[config.mk]
export PLATFORM = sky130hd
export DESIGN_NAME = repeated_pulse_frame_decoder_unit
export DESIGN_NICKNAME = d
export VERILOG_FILES = /design/src/rtl/core/rpfd_pkg.sv /design/src/rtl/core/rpfd_ram.sv /design/src/rtl/core/repeated_pulse_frame_decoder_unit.sv
export SDC_FILE = /design/constraint.sdc
export NUM_CORES = 1
export LEC_CHECK = 0
export BUFFER_PORTS_ARGS = -buffer_cell sky130_fd_sc_hd__buf_2
export CAP_MARGIN = 5
export CELL_PAD_IN_SITES_DETAIL_PLACEMENT = 1
export CELL_PAD_IN_SITES_GLOBAL_PLACEMENT = 2
export CORE_UTILIZATION = 40
export DETAILED_ROUTE_END_ITERATION = 8
export HOLD_SLACK_MARGIN = 0.03
export PLACE_DENSITY = 0.76
export SLEW_MARGIN = 15
export SYNTH_ARGS = -nofsm -noshare
export SYNTH_HDL_FRONTEND = slang
export SYNTH_SLANG_ARGS = --single-unit
[constraint.sdc]
create_clock -name clk -period 29.3 [get_ports clk]
set_clock_uncertainty 0.05 [all_clocks]
set_input_delay 4.395 -clock clk [delete_from_list [all_inputs] [get_ports clk]]
set_output_delay 4.395 -clock clk [all_outputs]
set_load 0.01 [all_outputs]
[src/rtl/core/rpfd_pkg.sv]
package rpfd_pkg;

    localparam int DUR_W     = 20;
    localparam int CFG_IDX_W = 3;
    localparam int COUNT_W   = 7;
    localparam int BITS_W    = 64;

    // configuration register indexes
    localparam logic [CFG_IDX_W-1:0] CFG_SHORT_ON  = 3'd0;
    localparam logic [CFG_IDX_W-1:0] CFG_SHORT_OFF = 3'd1;
    localparam logic [CFG_IDX_W-1:0] CFG_LONG_ON   = 3'd2;
    localparam logic [CFG_IDX_W-1:0] CFG_LONG_OFF  = 3'd3;
    localparam logic [CFG_IDX_W-1:0] CFG_REST      = 3'd4;
    localparam logic [CFG_IDX_W-1:0] CFG_TOLERANCE = 3'd5;
    localparam logic [CFG_IDX_W-1:0] CFG_MAX_SYM   = 3'd6;

    localparam logic EVENT_BEGIN = 1'b0;
    localparam logic EVENT_END   = 1'b1;

    typedef enum logic [1:0] {
        MODE_SEEK    = 2'd0,
        MODE_COLLECT = 2'd1,
        MODE_VERIFY  = 2'd2
    } mode_t;

    // true when |actual - nominal| <= tol
    function automatic logic near(
        input logic [DUR_W-1:0] actual,
        input logic [DUR_W-1:0] nominal,
        input logic [DUR_W-1:0] tol
    );
        logic [DUR_W-1:0] diff;
        diff = (actual > nominal) ? (actual - nominal) : (nominal - actual);
        return diff <= tol;
    endfunction

endpackage

[src/rtl/core/rpfd_ram.sv]
module rpfd_ram #(
    parameter int WIDTH = 1,
    parameter int DEPTH = 64
) (
    input  logic                     clk,
    input  logic                     wr_en,
    input  logic [$clog2(DEPTH)-1:0] wr_addr,
    input  logic [WIDTH-1:0]         wr_data,
    input  logic [$clog2(DEPTH)-1:0] rd_addr,
    output logic [WIDTH-1:0]         rd_data
);

    logic [WIDTH-1:0] mem [DEPTH];
    logic [WIDTH-1:0] rd_data_reg;

    always_ff @(posedge clk)
    begin
        if (wr_en)
        begin
            mem[wr_addr] <= wr_data;
        end
        rd_data_reg <= mem[rd_addr];
    end

    assign rd_data = rd_data_reg;

endmodule

[src/rtl/core/repeated_pulse_frame_decoder_unit.sv]
// repeated pulse frame decoder
//
// input channel: one measured pulse or gap duration per transfer
// (in_valid / in_stall / duration). durations alternate on and off; each is
// judged against the rest, short and long nominals within the tolerance.
// output channel: begin and end events (out_valid / out_stall / event_kind,
// symbol_count, symbol_bits). a begin event follows the first repetition
// that matches the captured frame; an end event follows the first mismatch.
// config channel: cfg_valid / cfg_ready / cfg_index / cfg_data, always ready;
// write only while idle. index 7 is ignored.
// rate: one duration per cycle, back to back, while in_stall is low. an event
// shows on the output in the cycle after the duration transfer that caused it.
// the symbol store is read one symbol ahead (address = next position), so the
// per-symbol compare and the store write both happen in the cycle of each transfer.
// stall: the output register holds while out_stall is high; in_stall is
// raised only while an event waits and the receiver stalls.
// reset: seeking a first rest, registers at their reset values, no event
// pending. the symbol store is not cleared; only entries of the current
// frame are read.
module repeated_pulse_frame_decoder_unit #(
    parameter int MAX_SYMBOL_DEPTH = 64
) (
    input  logic                                clk,
    input  logic                                rst_n,
    // duration input
    input  logic                                in_valid,
    output logic                                in_stall,
    input  logic [rpfd_pkg::DUR_W-1:0]          duration,
    // event output
    output logic                                out_valid,
    input  logic                                out_stall,
    output logic                                event_kind,
    output logic [rpfd_pkg::COUNT_W-1:0]        symbol_count,
    output logic [rpfd_pkg::BITS_W-1:0]         symbol_bits,
    // configuration writes
    input  logic                                cfg_valid,
    output logic                                cfg_ready,
    input  logic [rpfd_pkg::CFG_IDX_W-1:0]      cfg_index,
    input  logic [rpfd_pkg::DUR_W-1:0]          cfg_data
);

    localparam int DEPTH  = MAX_SYMBOL_DEPTH;
    localparam int ADDR_W = $clog2(DEPTH);
    localparam int CNT_W  = $clog2(DEPTH + 1);
    localparam int DUR_W  = rpfd_pkg::DUR_W;

    // configuration registers
    logic [DUR_W-1:0]             short_on_reg;
    logic [DUR_W-1:0]             short_off_reg;
    logic [DUR_W-1:0]             long_on_reg;
    logic [DUR_W-1:0]             long_off_reg;
    logic [DUR_W-1:0]             rest_reg;
    logic [DUR_W-1:0]             tol_reg;
    logic [rpfd_pkg::COUNT_W-1:0] max_sym_reg;

    // decoder state
    rpfd_pkg::mode_t  mode_reg, mode_next;
    logic [CNT_W-1:0] frame_len_reg, frame_len_next;
    logic [CNT_W-1:0] position_reg, position_next;
    logic             phase_on_reg, phase_on_next;
    logic             active_reg, active_next;
    logic             ovf_reg, ovf_next;
    logic             skip_reg, skip_next;
    // frame image for reporting; the store below serves the per-symbol checks
    logic [DEPTH-1:0] image_reg, image_next;

    // output register
    logic                         out_valid_reg;
    logic                         kind_reg;
    logic [CNT_W-1:0]             count_reg;
    logic [DEPTH-1:0]             bits_reg;

    logic             in_xfer;
    logic             out_xfer;
    logic             res_valid;
    logic             res_kind;
    logic [CNT_W-1:0] limit;

    logic              wr_en;
    logic [ADDR_W-1:0] wr_addr;
    logic              wr_bit;
    logic              rd_bit;

    logic             rest_hit;
    logic             short_hit;
    logic             long_hit;
    logic             nom_hit;
    logic [DUR_W-1:0] s_nom;
    logic [DUR_W-1:0] l_nom;
    logic [DUR_W-1:0] v_nom;

    assign cfg_ready = 1'b1;
    assign in_stall  = out_valid_reg && out_stall;
    assign in_xfer   = in_valid && !in_stall;
    assign out_xfer  = out_valid_reg && !out_stall;

    // config writes
    always_ff @(posedge clk or negedge rst_n)
    begin
        if (!rst_n)
        begin
            short_on_reg  <= '0;
            short_off_reg <= '0;
            long_on_reg   <= '0;
            long_off_reg  <= '0;
            rest_reg      <= '0;
            tol_reg       <= '0;
            max_sym_reg   <= rpfd_pkg::COUNT_W'(64);
        end
        else if (cfg_valid && cfg_ready)
        begin
            unique case (cfg_index)
                rpfd_pkg::CFG_SHORT_ON:  short_on_reg  <= cfg_data;
                rpfd_pkg::CFG_SHORT_OFF: short_off_reg <= cfg_data;
                rpfd_pkg::CFG_LONG_ON:   long_on_reg   <= cfg_data;
                rpfd_pkg::CFG_LONG_OFF:  long_off_reg  <= cfg_data;
                rpfd_pkg::CFG_REST:      rest_reg      <= cfg_data;
                rpfd_pkg::CFG_TOLERANCE: tol_reg       <= cfg_data;
                rpfd_pkg::CFG_MAX_SYM:   max_sym_reg   <= cfg_data[rpfd_pkg::COUNT_W-1:0];
                default:                 ;
            endcase
        end
    end

    // frame limit saturated to 1..DEPTH
    always_comb
    begin
        if (max_sym_reg == '0)
        begin
            limit = CNT_W'(1);
        end
        else if (max_sym_reg > rpfd_pkg::COUNT_W'(DEPTH))
        begin
            limit = CNT_W'(DEPTH);
        end
        else
        begin
            limit = CNT_W'(max_sym_reg);
        end
    end

    // duration compares
    assign s_nom     = phase_on_reg ? short_on_reg : short_off_reg;
    assign l_nom     = phase_on_reg ? long_on_reg  : long_off_reg;
    assign v_nom     = rd_bit ? l_nom : s_nom;
    assign rest_hit  = rpfd_pkg::near(duration, rest_reg, tol_reg);
    assign short_hit = rpfd_pkg::near(duration, s_nom, tol_reg);
    assign long_hit  = rpfd_pkg::near(duration, l_nom, tol_reg);
    assign nom_hit   = rpfd_pkg::near(duration, v_nom, tol_reg);

    // next state
    always_comb
    begin
        mode_next      = mode_reg;
        frame_len_next = frame_len_reg;
        position_next  = position_reg;
        phase_on_next  = phase_on_reg;
        active_next    = active_reg;
        ovf_next       = ovf_reg;
        skip_next      = skip_reg;
        image_next     = image_reg;
        res_valid      = 1'b0;
        res_kind       = rpfd_pkg::EVENT_BEGIN;
        wr_en          = 1'b0;
        wr_addr        = frame_len_reg[ADDR_W-1:0];
        wr_bit         = !short_hit;

        if (in_xfer)
        begin
            unique case (mode_reg)
                rpfd_pkg::MODE_COLLECT:
                begin
                    priority if (rest_hit)
                    begin
                        if (frame_len_reg == '0 || ovf_reg)
                        begin
                            frame_len_next = '0;
                            position_next  = '0;
                            phase_on_next  = 1'b1;
                            ovf_next       = 1'b0;
                            image_next     = '0;
                        end
                        else
                        begin
                            mode_next     = rpfd_pkg::MODE_VERIFY;
                            position_next = '0;
                            phase_on_next = 1'b1;
                            skip_next     = 1'b0;
                        end
                    end
                    else if (short_hit || long_hit)
                    begin
                        if (!ovf_reg && frame_len_reg < limit)
                        begin
                            wr_en = 1'b1;
                            image_next[frame_len_reg[ADDR_W-1:0]] = !short_hit;
                            frame_len_next = CNT_W'(frame_len_reg + 1'b1);
                        end
                        else
                        begin
                            ovf_next = 1'b1;
                        end
                        phase_on_next = !phase_on_reg;
                    end
                    else
                    begin
                        mode_next     = rpfd_pkg::MODE_SEEK;
                        phase_on_next = 1'b1;
                        ovf_next      = 1'b0;
                    end
                end

                rpfd_pkg::MODE_VERIFY:
                begin
                    priority if (skip_reg)
                    begin
                        skip_next     = 1'b0;
                        position_next = '0;
                        phase_on_next = 1'b1;
                    end
                    else if (nom_hit)
                    begin
                        position_next = CNT_W'(position_reg + 1'b1);
                        phase_on_next = !phase_on_reg;
                        if (position_next >= frame_len_reg)
                        begin
                            skip_next = 1'b1;
                            if (!active_reg)
                            begin
                                active_next = 1'b1;
                                res_valid   = 1'b1;
                                res_kind    = rpfd_pkg::EVENT_BEGIN;
                            end
                        end
                    end
                    else
                    begin
                        if (active_reg)
                        begin
                            active_next = 1'b0;
                            res_valid   = 1'b1;
                            res_kind    = rpfd_pkg::EVENT_END;
                        end
                        // mismatching item is judged again as a first rest
                        mode_next     = rpfd_pkg::MODE_SEEK;
                        phase_on_next = 1'b1;
                        ovf_next      = 1'b0;
                        skip_next     = 1'b0;
                        if (rest_hit)
                        begin
                            mode_next      = rpfd_pkg::MODE_COLLECT;
                            frame_len_next = '0;
                            position_next  = '0;
                            image_next     = '0;
                        end
                    end
                end

                default:
                begin
                    // seeking, and the unused mode code
                    mode_next     = rpfd_pkg::MODE_SEEK;
                    phase_on_next = 1'b1;
                    ovf_next      = 1'b0;
                    skip_next     = 1'b0;
                    if (rest_hit)
                    begin
                        mode_next      = rpfd_pkg::MODE_COLLECT;
                        frame_len_next = '0;
                        position_next  = '0;
                        image_next     = '0;
                    end
                end
            endcase
        end
    end

    // state registers
    always_ff @(posedge clk or negedge rst_n)
    begin
        if (!rst_n)
        begin
            mode_reg      <= rpfd_pkg::MODE_SEEK;
            frame_len_reg <= '0;
            position_reg  <= '0;
            phase_on_reg  <= 1'b1;
            active_reg    <= 1'b0;
            ovf_reg       <= 1'b0;
            skip_reg      <= 1'b0;
            image_reg     <= '0;
        end
        else
        begin
            mode_reg      <= mode_next;
            frame_len_reg <= frame_len_next;
            position_reg  <= position_next;
            phase_on_reg  <= phase_on_next;
            active_reg    <= active_next;
            ovf_reg       <= ovf_next;
            skip_reg      <= skip_next;
            image_reg     <= image_next;
        end
    end

    // symbol store: written while collecting, read one position ahead so the
    // bit for the next verified symbol is ready; no write happens in verify
    rpfd_ram #(
        .WIDTH (1),
        .DEPTH (DEPTH)
    ) u_store (
        .clk     (clk),
        .wr_en   (wr_en),
        .wr_addr (wr_addr),
        .wr_data (wr_bit),
        .rd_addr (position_next[ADDR_W-1:0]),
        .rd_data (rd_bit)
    );

    // output register
    always_ff @(posedge clk or negedge rst_n)
    begin
        if (!rst_n)
        begin
            out_valid_reg <= 1'b0;
        end
        else if (in_xfer && res_valid)
        begin
            out_valid_reg <= 1'b1;
        end
        else if (out_xfer)
        begin
            out_valid_reg <= 1'b0;
        end
    end

    always_ff @(posedge clk)
    begin
        if (in_xfer && res_valid)
        begin
            kind_reg  <= res_kind;
            count_reg <= frame_len_reg;
            bits_reg  <= image_reg;
        end
    end

    assign out_valid    = out_valid_reg;
    assign event_kind   = kind_reg;
    assign symbol_count = rpfd_pkg::COUNT_W'(count_reg);
    assign symbol_bits  = rpfd_pkg::BITS_W'(bits_reg);

`ifndef SYNTH
    a_len_bound: assert property (@(posedge clk) disable iff (!rst_n)
        frame_len_reg <= CNT_W'(DEPTH))
        else $error("frame length beyond store depth");

    a_verify_nonempty: assert property (@(posedge clk) disable iff (!rst_n)
        mode_reg == rpfd_pkg::MODE_VERIFY |-> frame_len_reg != '0 &&
        position_reg <= frame_len_reg)
        else $error("verify with empty frame or position past frame");

    a_begin_sets_active: assert property (@(posedge clk) disable iff (!rst_n)
        in_xfer && res_valid && res_kind == rpfd_pkg::EVENT_BEGIN |=> active_reg)
        else $error("begin event without active message");

    a_no_write_in_verify: assert property (@(posedge clk) disable iff (!rst_n)
        mode_reg == rpfd_pkg::MODE_VERIFY |-> !wr_en)
        else $error("store written while verifying");

    a_event_loads_out: assert property (@(posedge clk) disable iff (!rst_n)
        in_xfer && res_valid |=> out_valid_reg && count_reg == $past(frame_len_reg))
        else $error("event lost at output register");
`endif

endmodule

-- Word-level counts from Yosys, hierarchy flattened
Memory sizes are Yosys's and may differ from the RTL's. A register that Yosys moved wholly into a read port is not among the register bits.
Index checks and enable logic that the tools add are counted.
Widths: inputs -> output; s select.
- add/subtract/negate cells: 10
- equality and inequality tests: 19
- mux-type cells: 76
- bitwise operators: 3
- $lt $le $gt $ge: 13
- reductions and logical operators: 30
- operators by type and width (kind ; number):
    $mux 64 ; 7
    $sub 20x20->20 ; 8
    $mux 20 ; 7
    $pmux 64 s2 ; 1
    $mux 7 ; 13
    $gt 20x20->1 ; 4
    $le 20x20->1 ; 4
    $bwmux 64 ; 1
    $mux 1 ; 35
    $ne 3x3->1 const B ; 5
    $add 7x1->7 const B ; 2
    $logic_not 7->1 ; 2
    $pmux 7 s2 ; 1
    $reduce_and 2->1 ; 7
    $mux 2 ; 5
    $reduce_and 5->1 ; 2
    $eq 3x3->1 const B ; 3
    $ne 2x2->1 const B ; 4
    $ge 7x7->1 ; 1
    $gt 7x7->1 const B ; 1
    $lt 6x7->1 const B ; 1
    $lt 7x7->1 ; 1
    $demux 1 s6 ; 1
    $eq 3x2->1 const B ; 2
    other kinds (19) ; 33
- output and inout port bits: 75
- flip-flop bits (word level): 284
- memories: 1
- memory bits (writable): 64
- bits of input ports: 48
- logic and storage cells: 172
- memories (memory ; depth ; width ; read ports ; clocked after memory_dff ; wr ports ; line ; RTL):
    u_store.mem ; 64 ; 1 ; 1 ; 1 ; 1 ; rpfd_ram.sv:13 ; logic [WIDTH-1:0] mem [DEPTH];

-- Depth between registers and ports, before layout
- depth in word-level cells: 12
- gate-level depth with buffers: 37
- mapped depth without buffers: 31

-- Modules after synthesis
From an unflattened synthesis, not the netlist that was laid out.
- cells, all modules: 2456
- area total of the unflattened synthesis: 24435.9 µm²
- modules (own cells, without submodules) (module ; cells an instance ; area an instance (µm²) ; sequential area each (µm²) ; times used):
    repeated_pulse_frame_decoder_unit ; 2251 ; 21499.4 ; 7469.7 ; 1
    rpfd_ram ; 205 ; 2936.6 ; 1941.9 ; 1

-- Worst setup path before layout
Ideal clock, no wire load.
- path kind: input to register
- from: input duration[0] (netlist name)
- to: register kind_reg, in the netlist event_kind (enable)
- arrival time: 11.816 ns
- path slack: 16.931 ns
- stages: 23
- data required time: 28.748 ns
- setup time: 0.502 ns
- cells stage by stage: inv_1 > ha_1 > inv_1 > fa_1 > a21o_1 > a21o_1 > a2111o_1 > and3_1 > o21ai_2 > mux2_2 > a211o_1 > a31oi_1 > o21ai_0 > xor2_1 > ha_1 > and4_1 > a221o_1 > nor2_1 > nor2_1 > a21o_1 > nor2_1 > a21oi_1 > nor2_1
- word-level cells in the longest chain between the ends: 8
- elaborated cells on any way between the ends: 10
- RTL lines (what ; line ; RTL):
    start: declaration ; repeated_pulse_frame_decoder_unit.sv:28 ; input logic [rpfd_pkg::DUR_W-1:0] duration,
    $sub 20x20->20 / $gt 20x20->1 (equally long branches) ; rpfd_pkg.sv:33 ; diff = (actual > nominal) ? (actual - nominal) : (nominal - actual);
    $mux 20 (*) ; rpfd_pkg.sv:33 ;
    $le 20x20->1 (*) ; rpfd_pkg.sv:34 ; return diff <= tol;
    $mux 1 (*) ; repeated_pulse_frame_decoder_unit.sv:221 ; else if (nom_hit)
    $mux 1 (*) ; repeated_pulse_frame_decoder_unit.sv:215 ; priority if (skip_reg)
    $mux 1 (*) ; repeated_pulse_frame_decoder_unit.sv:170 ; unique case (mode_reg)
    $mux 1 (*) ; repeated_pulse_frame_decoder_unit.sv:168 ; if (in_xfer)
    $logic_and 1x1->1 (*) ; repeated_pulse_frame_decoder_unit.sv:338 ; if (in_xfer && res_valid)
    end signal: assignment ; repeated_pulse_frame_decoder_unit.sv:340 ; kind_reg <= res_kind;
    end: declaration ; repeated_pulse_frame_decoder_unit.sv:69 ; logic kind_reg;
Every way passes the cells marked *; elsewhere a longest branch is shown, timed or not.
A chain may end at the register's enable or synchronous reset.

-- Worst setup path in the final report
- from: input duration[0] (netlist name)
- to: register u_store.rd_data_reg, in the netlist u_store.rd_data, read port of u_store.mem
- word-level cells in the longest chain between the ends: 8
- elaborated cells on any way between the ends: 15
- RTL lines (what ; line ; RTL):
    $sub 20x20->20 / $gt 20x20->1 (equally long branches) ; rpfd_pkg.sv:33 ;
    $mux 20 ; rpfd_pkg.sv:33 ;
    $le 20x20->1 ; rpfd_pkg.sv:34 ;
    $mux 7 ; repeated_pulse_frame_decoder_unit.sv:173 ; priority if (rest_hit)
    $mux 7 ; repeated_pulse_frame_decoder_unit.sv:221 ;
    $mux 7 ; repeated_pulse_frame_decoder_unit.sv:215 ;
    $mux 7 (*) ; - ;
    $mux 6 (*) ; repeated_pulse_frame_decoder_unit.sv:168 ;
    end: declaration ; rpfd_ram.sv:14 ; logic [WIDTH-1:0] rd_data_reg;
Marks and branches as above.

==> impl_metrics.tcl <==
set metrics [dict create \
    result_of_the_run "finished, final reports clean" \
    start_util 0.406 \
    busiest_layer "met2" \
    period_minus_slack_ps 12680 \
    p_leak_uw 0.0122 \
    count_of_cells_resized_by_post_cts_repair 0 \
    synth.top_cells.by_count "ha_1, nand2_1, dfrtp_1" \
    cp_max_fo 19 \
    timing.final.crit_share 0.433 \
    synth_ff_type "dfrtp_1" \
    setup_tns_ps 0 \
    post_cts_buffers 0 \
    tritoncts_num_sinks 349 \
    timing.reg2reg.worst_path_depth 27 \
    grt_pass1_wl_mm 134 \
    post-synth-top-area-cell "dfrtp_1" \
    holdWs_ps 397 \
    regToRegStartpoint "phase_on_reg" \
    num_rows 90 \
    drt_iter0_drc 1223 \
    cts_inserted_buffers 40 \
    timing.critical_path.slowest_cell_delay_ps 850 \
    finalWirelength_mm 87.4 \
    antenna_cells 0 \
    timing.critical_path.to_type "flop" \
    placeableCoreArea_um2 60500 \
    finalHoldViolations 0 \
    cp-startpoint "duration[0]" \
    io_buffer_count 121 \
    fill_cells 6801 \
    yosysUniqueCellTypes 84 \
    number_of_synthesized_flops_with_an_enable_pin 136 \
    drt_pre_antenna_iters 5 \
    worstPathRequired_ps 29660 \
    drive_above_1_share 0.149 \
    global_route.usage.total 0.280 \
    synth-async-reset-ratio 0.607 \
    drc_errors 0 \
    report.final.setup_viol 0 \
    cts_hold_buf 0 \
    critical_path.endpoint "u_store.rd_data" \
    synth_largest_type_area_fraction 0.214 \
    area_growth_syn_to_layout_pct 10.7 \
    postSynthRegisterBits 349 \
    vias_per_cell 5.93 \
    postRouteAntennaNets 0 \
    top_level_ports 123 \
    cp_num_cells 26 \
    yosys-top-cells-area "dfrtp_1, edfxtp_1, ha_1, mux2_2, nand2_1" \
    finish.net_count 2922 \
    timing.fmax_mhz 78.8 \
    max-clock-path-buffers 3 \
    clk_latency_ps 580 \
    vias 20300 \
    critical_path_s_top_delay_family "compound AO/OA/AOI/OAI gates" \
    vdd_drop_max_mv 0.0984 \
    clock_slew_at_the_register_clock_pins_of_the_worst_setup_and_hold_paths_ps 60 \
    critPathSlowestCell "o21ai_2" \
    post_synth_instance_area_um2 24600 \
    gr-total-overflow 0 \
    timing.rr.end "u_store.rd_data" \
    timing_worst_slew_pin_value_ps 1110 \
    cts_tree "yes" \
    synth-warning-count 0 \
    dp.final_hpwl_mm 66.7 \
    synth_nets 2869 \
    critPathArrivalTime_ps 13040 \
    die-area_um2 62400 \
    critPathKind "in -> reg" \
    startpoint_type "input port" \
    grt_util_met2 0.485 \
    globalRouteMet1Util 0.361 \
    max_slew_violations 0 \
    slew_headroom 0.263 \
    worst_path_buffer_plus_inverter_count 4 \
    via_count_of_the_first_global_routing_pass 21700 \
    rsz0062_at_grt "no" \
    grt_max_degree 78 \
    avg_wl_per_cell_um 25.5 \
    syn_inst 2559 \
    groute.layer.met3.usage 0.0280 \
    routabilityCongestion 0.977 \
    cts-htree-levels 2 \
    grt_antenna_before_repair 4 \
    cap_violations 0 \
    worst_r2r_setup_slack_ps 18710 \
    pwr_density_cell_nw_per_um2 113 \
    die_w_um 250 \
    sequential_area_share_after_synthesis 0.383 \
    post_synth.cell_area_avg_um2 9.59 \
    yosysMostFrequentCell "ha_1" \
    clockRootBuffer "clkbuf_16" \
    critical_path.most_common_cell "inv_1" \
    die_h_um 250 \
    min-delay-path-class "reg -> reg" \
]
## worst min-delay path by stage
| stage | from | end | slack (ps) | cells after the start |
|---|---|---|---|---|
| floorplan | image_reg[0] | symbol_bits[0] | 370 | 0 |
| global placement | image_reg[48] | symbol_bits[48] | 380 | 0 |
| detailed placement | image_reg[3] | symbol_bits[3] | 380 | 0 |
| CTS | image_reg[10] | symbol_bits[10] | 400 | 0 |
| global route | image_reg[10] | symbol_bits[10] | 420 | 0 |
| finish | image_reg[10] | symbol_bits[10] | 400 | 0 |
## per-stage QoR
stage,instance area [um^2],total power (uW),worst slack (ps),instances,util
2_1_floorplan,24600,1940,16930,2559,-
3_3_place_gp,25800,2510,16260,3352,0.427
3_5_place_dp,25800,2550,16150,3352,0.427
4_1_cts,27200,3060,16730,3424,0.449
5_1_grt,27200,3290,16090,3424,0.449
6_report,27200,3070,16620,3424,0.449
## cell families (layout without fill, tap and decap cells)
group | Yosys count | after routing | share of synthesized area
other cells | 1 | 1 | 0.000153
compound gates | 658 | 658 | 0.173
mux | 227 | 227 | 0.100
buf+inv | 317 | 400 | 0.0499
simple gates | 670 | 670 | 0.130
fa+ha+maj | 262 | 262 | 0.136
flops | 349 | 349 | 0.383
xor+xnor | 75 | 75 | 0.0268
## layout by cell type (no fill, tap or decap), types with 19 or more instances in the layout
cell       instances
nand3_1           52
nor3_1            19
nand2_1          234
mux2i_1           78
xnor2_1           47
buf_4             26
o21ai_0          123
nor4_1            65
edfxtp_1         136
a21o_1           101
o22ai_1           62
buf_2            120
ha_1             254
nor2b_1           23
nor2_1           149
nand2b_1          19
dfrtp_1          210
clkbuf_16         40
xor2_1            28
mux2_2           149
inv_1            178
nand4_1           37
a21oi_1          166
## power breakdown
group	switching (uW)	internal, uW	total, uW
clock network	217	282	499
logic	1240	677	1920
registers	35.7	615	650
## per-layer routing
metal  up-vias  routed length, um
met4         8               3210
met5         -                 57
li1       9433                  -
met2       410              42800
met1     10300              38500
met3       150               2840
## worst reg2reg max path, stage by stage, from the launching register on
cell and delay, ps:
dfstp_2 550, buf_4 590, mux2i_1 700, nand2_1 120, o21ai_0 140, inv_1 80
ha_1 470, a21o_1 190, a21oi_1 100, o21a_1 190, o311ai_0 690, o21a_1 890
o211ai_1 280, a311oi_1 480, a211o_1 210, xor2_1 310, ha_1 290, and2_1 190
a221o_1 330, a221o_1 480, a21bo_2 290, o211ai_2 560, o21a_1 650, inv_1 440
o41ai_1 440, a2111oi_0 210, nor4_1 350, o211ai_1 150
## cell type report
type	count	area [um^2]	area share
Tap cell	782	978	0.0360
Clock buffer	51	1070	0.0395
Multi-Input combinational cell	1893	14000	0.515
Inverter	181	679	0.0250
Sequential cell	349	9410	0.346
Timing Repair Buffer	147	811	0.0298
Clock inverter	21	236	0.00870
Note: power is estimated with default switching activity, not from simulation.
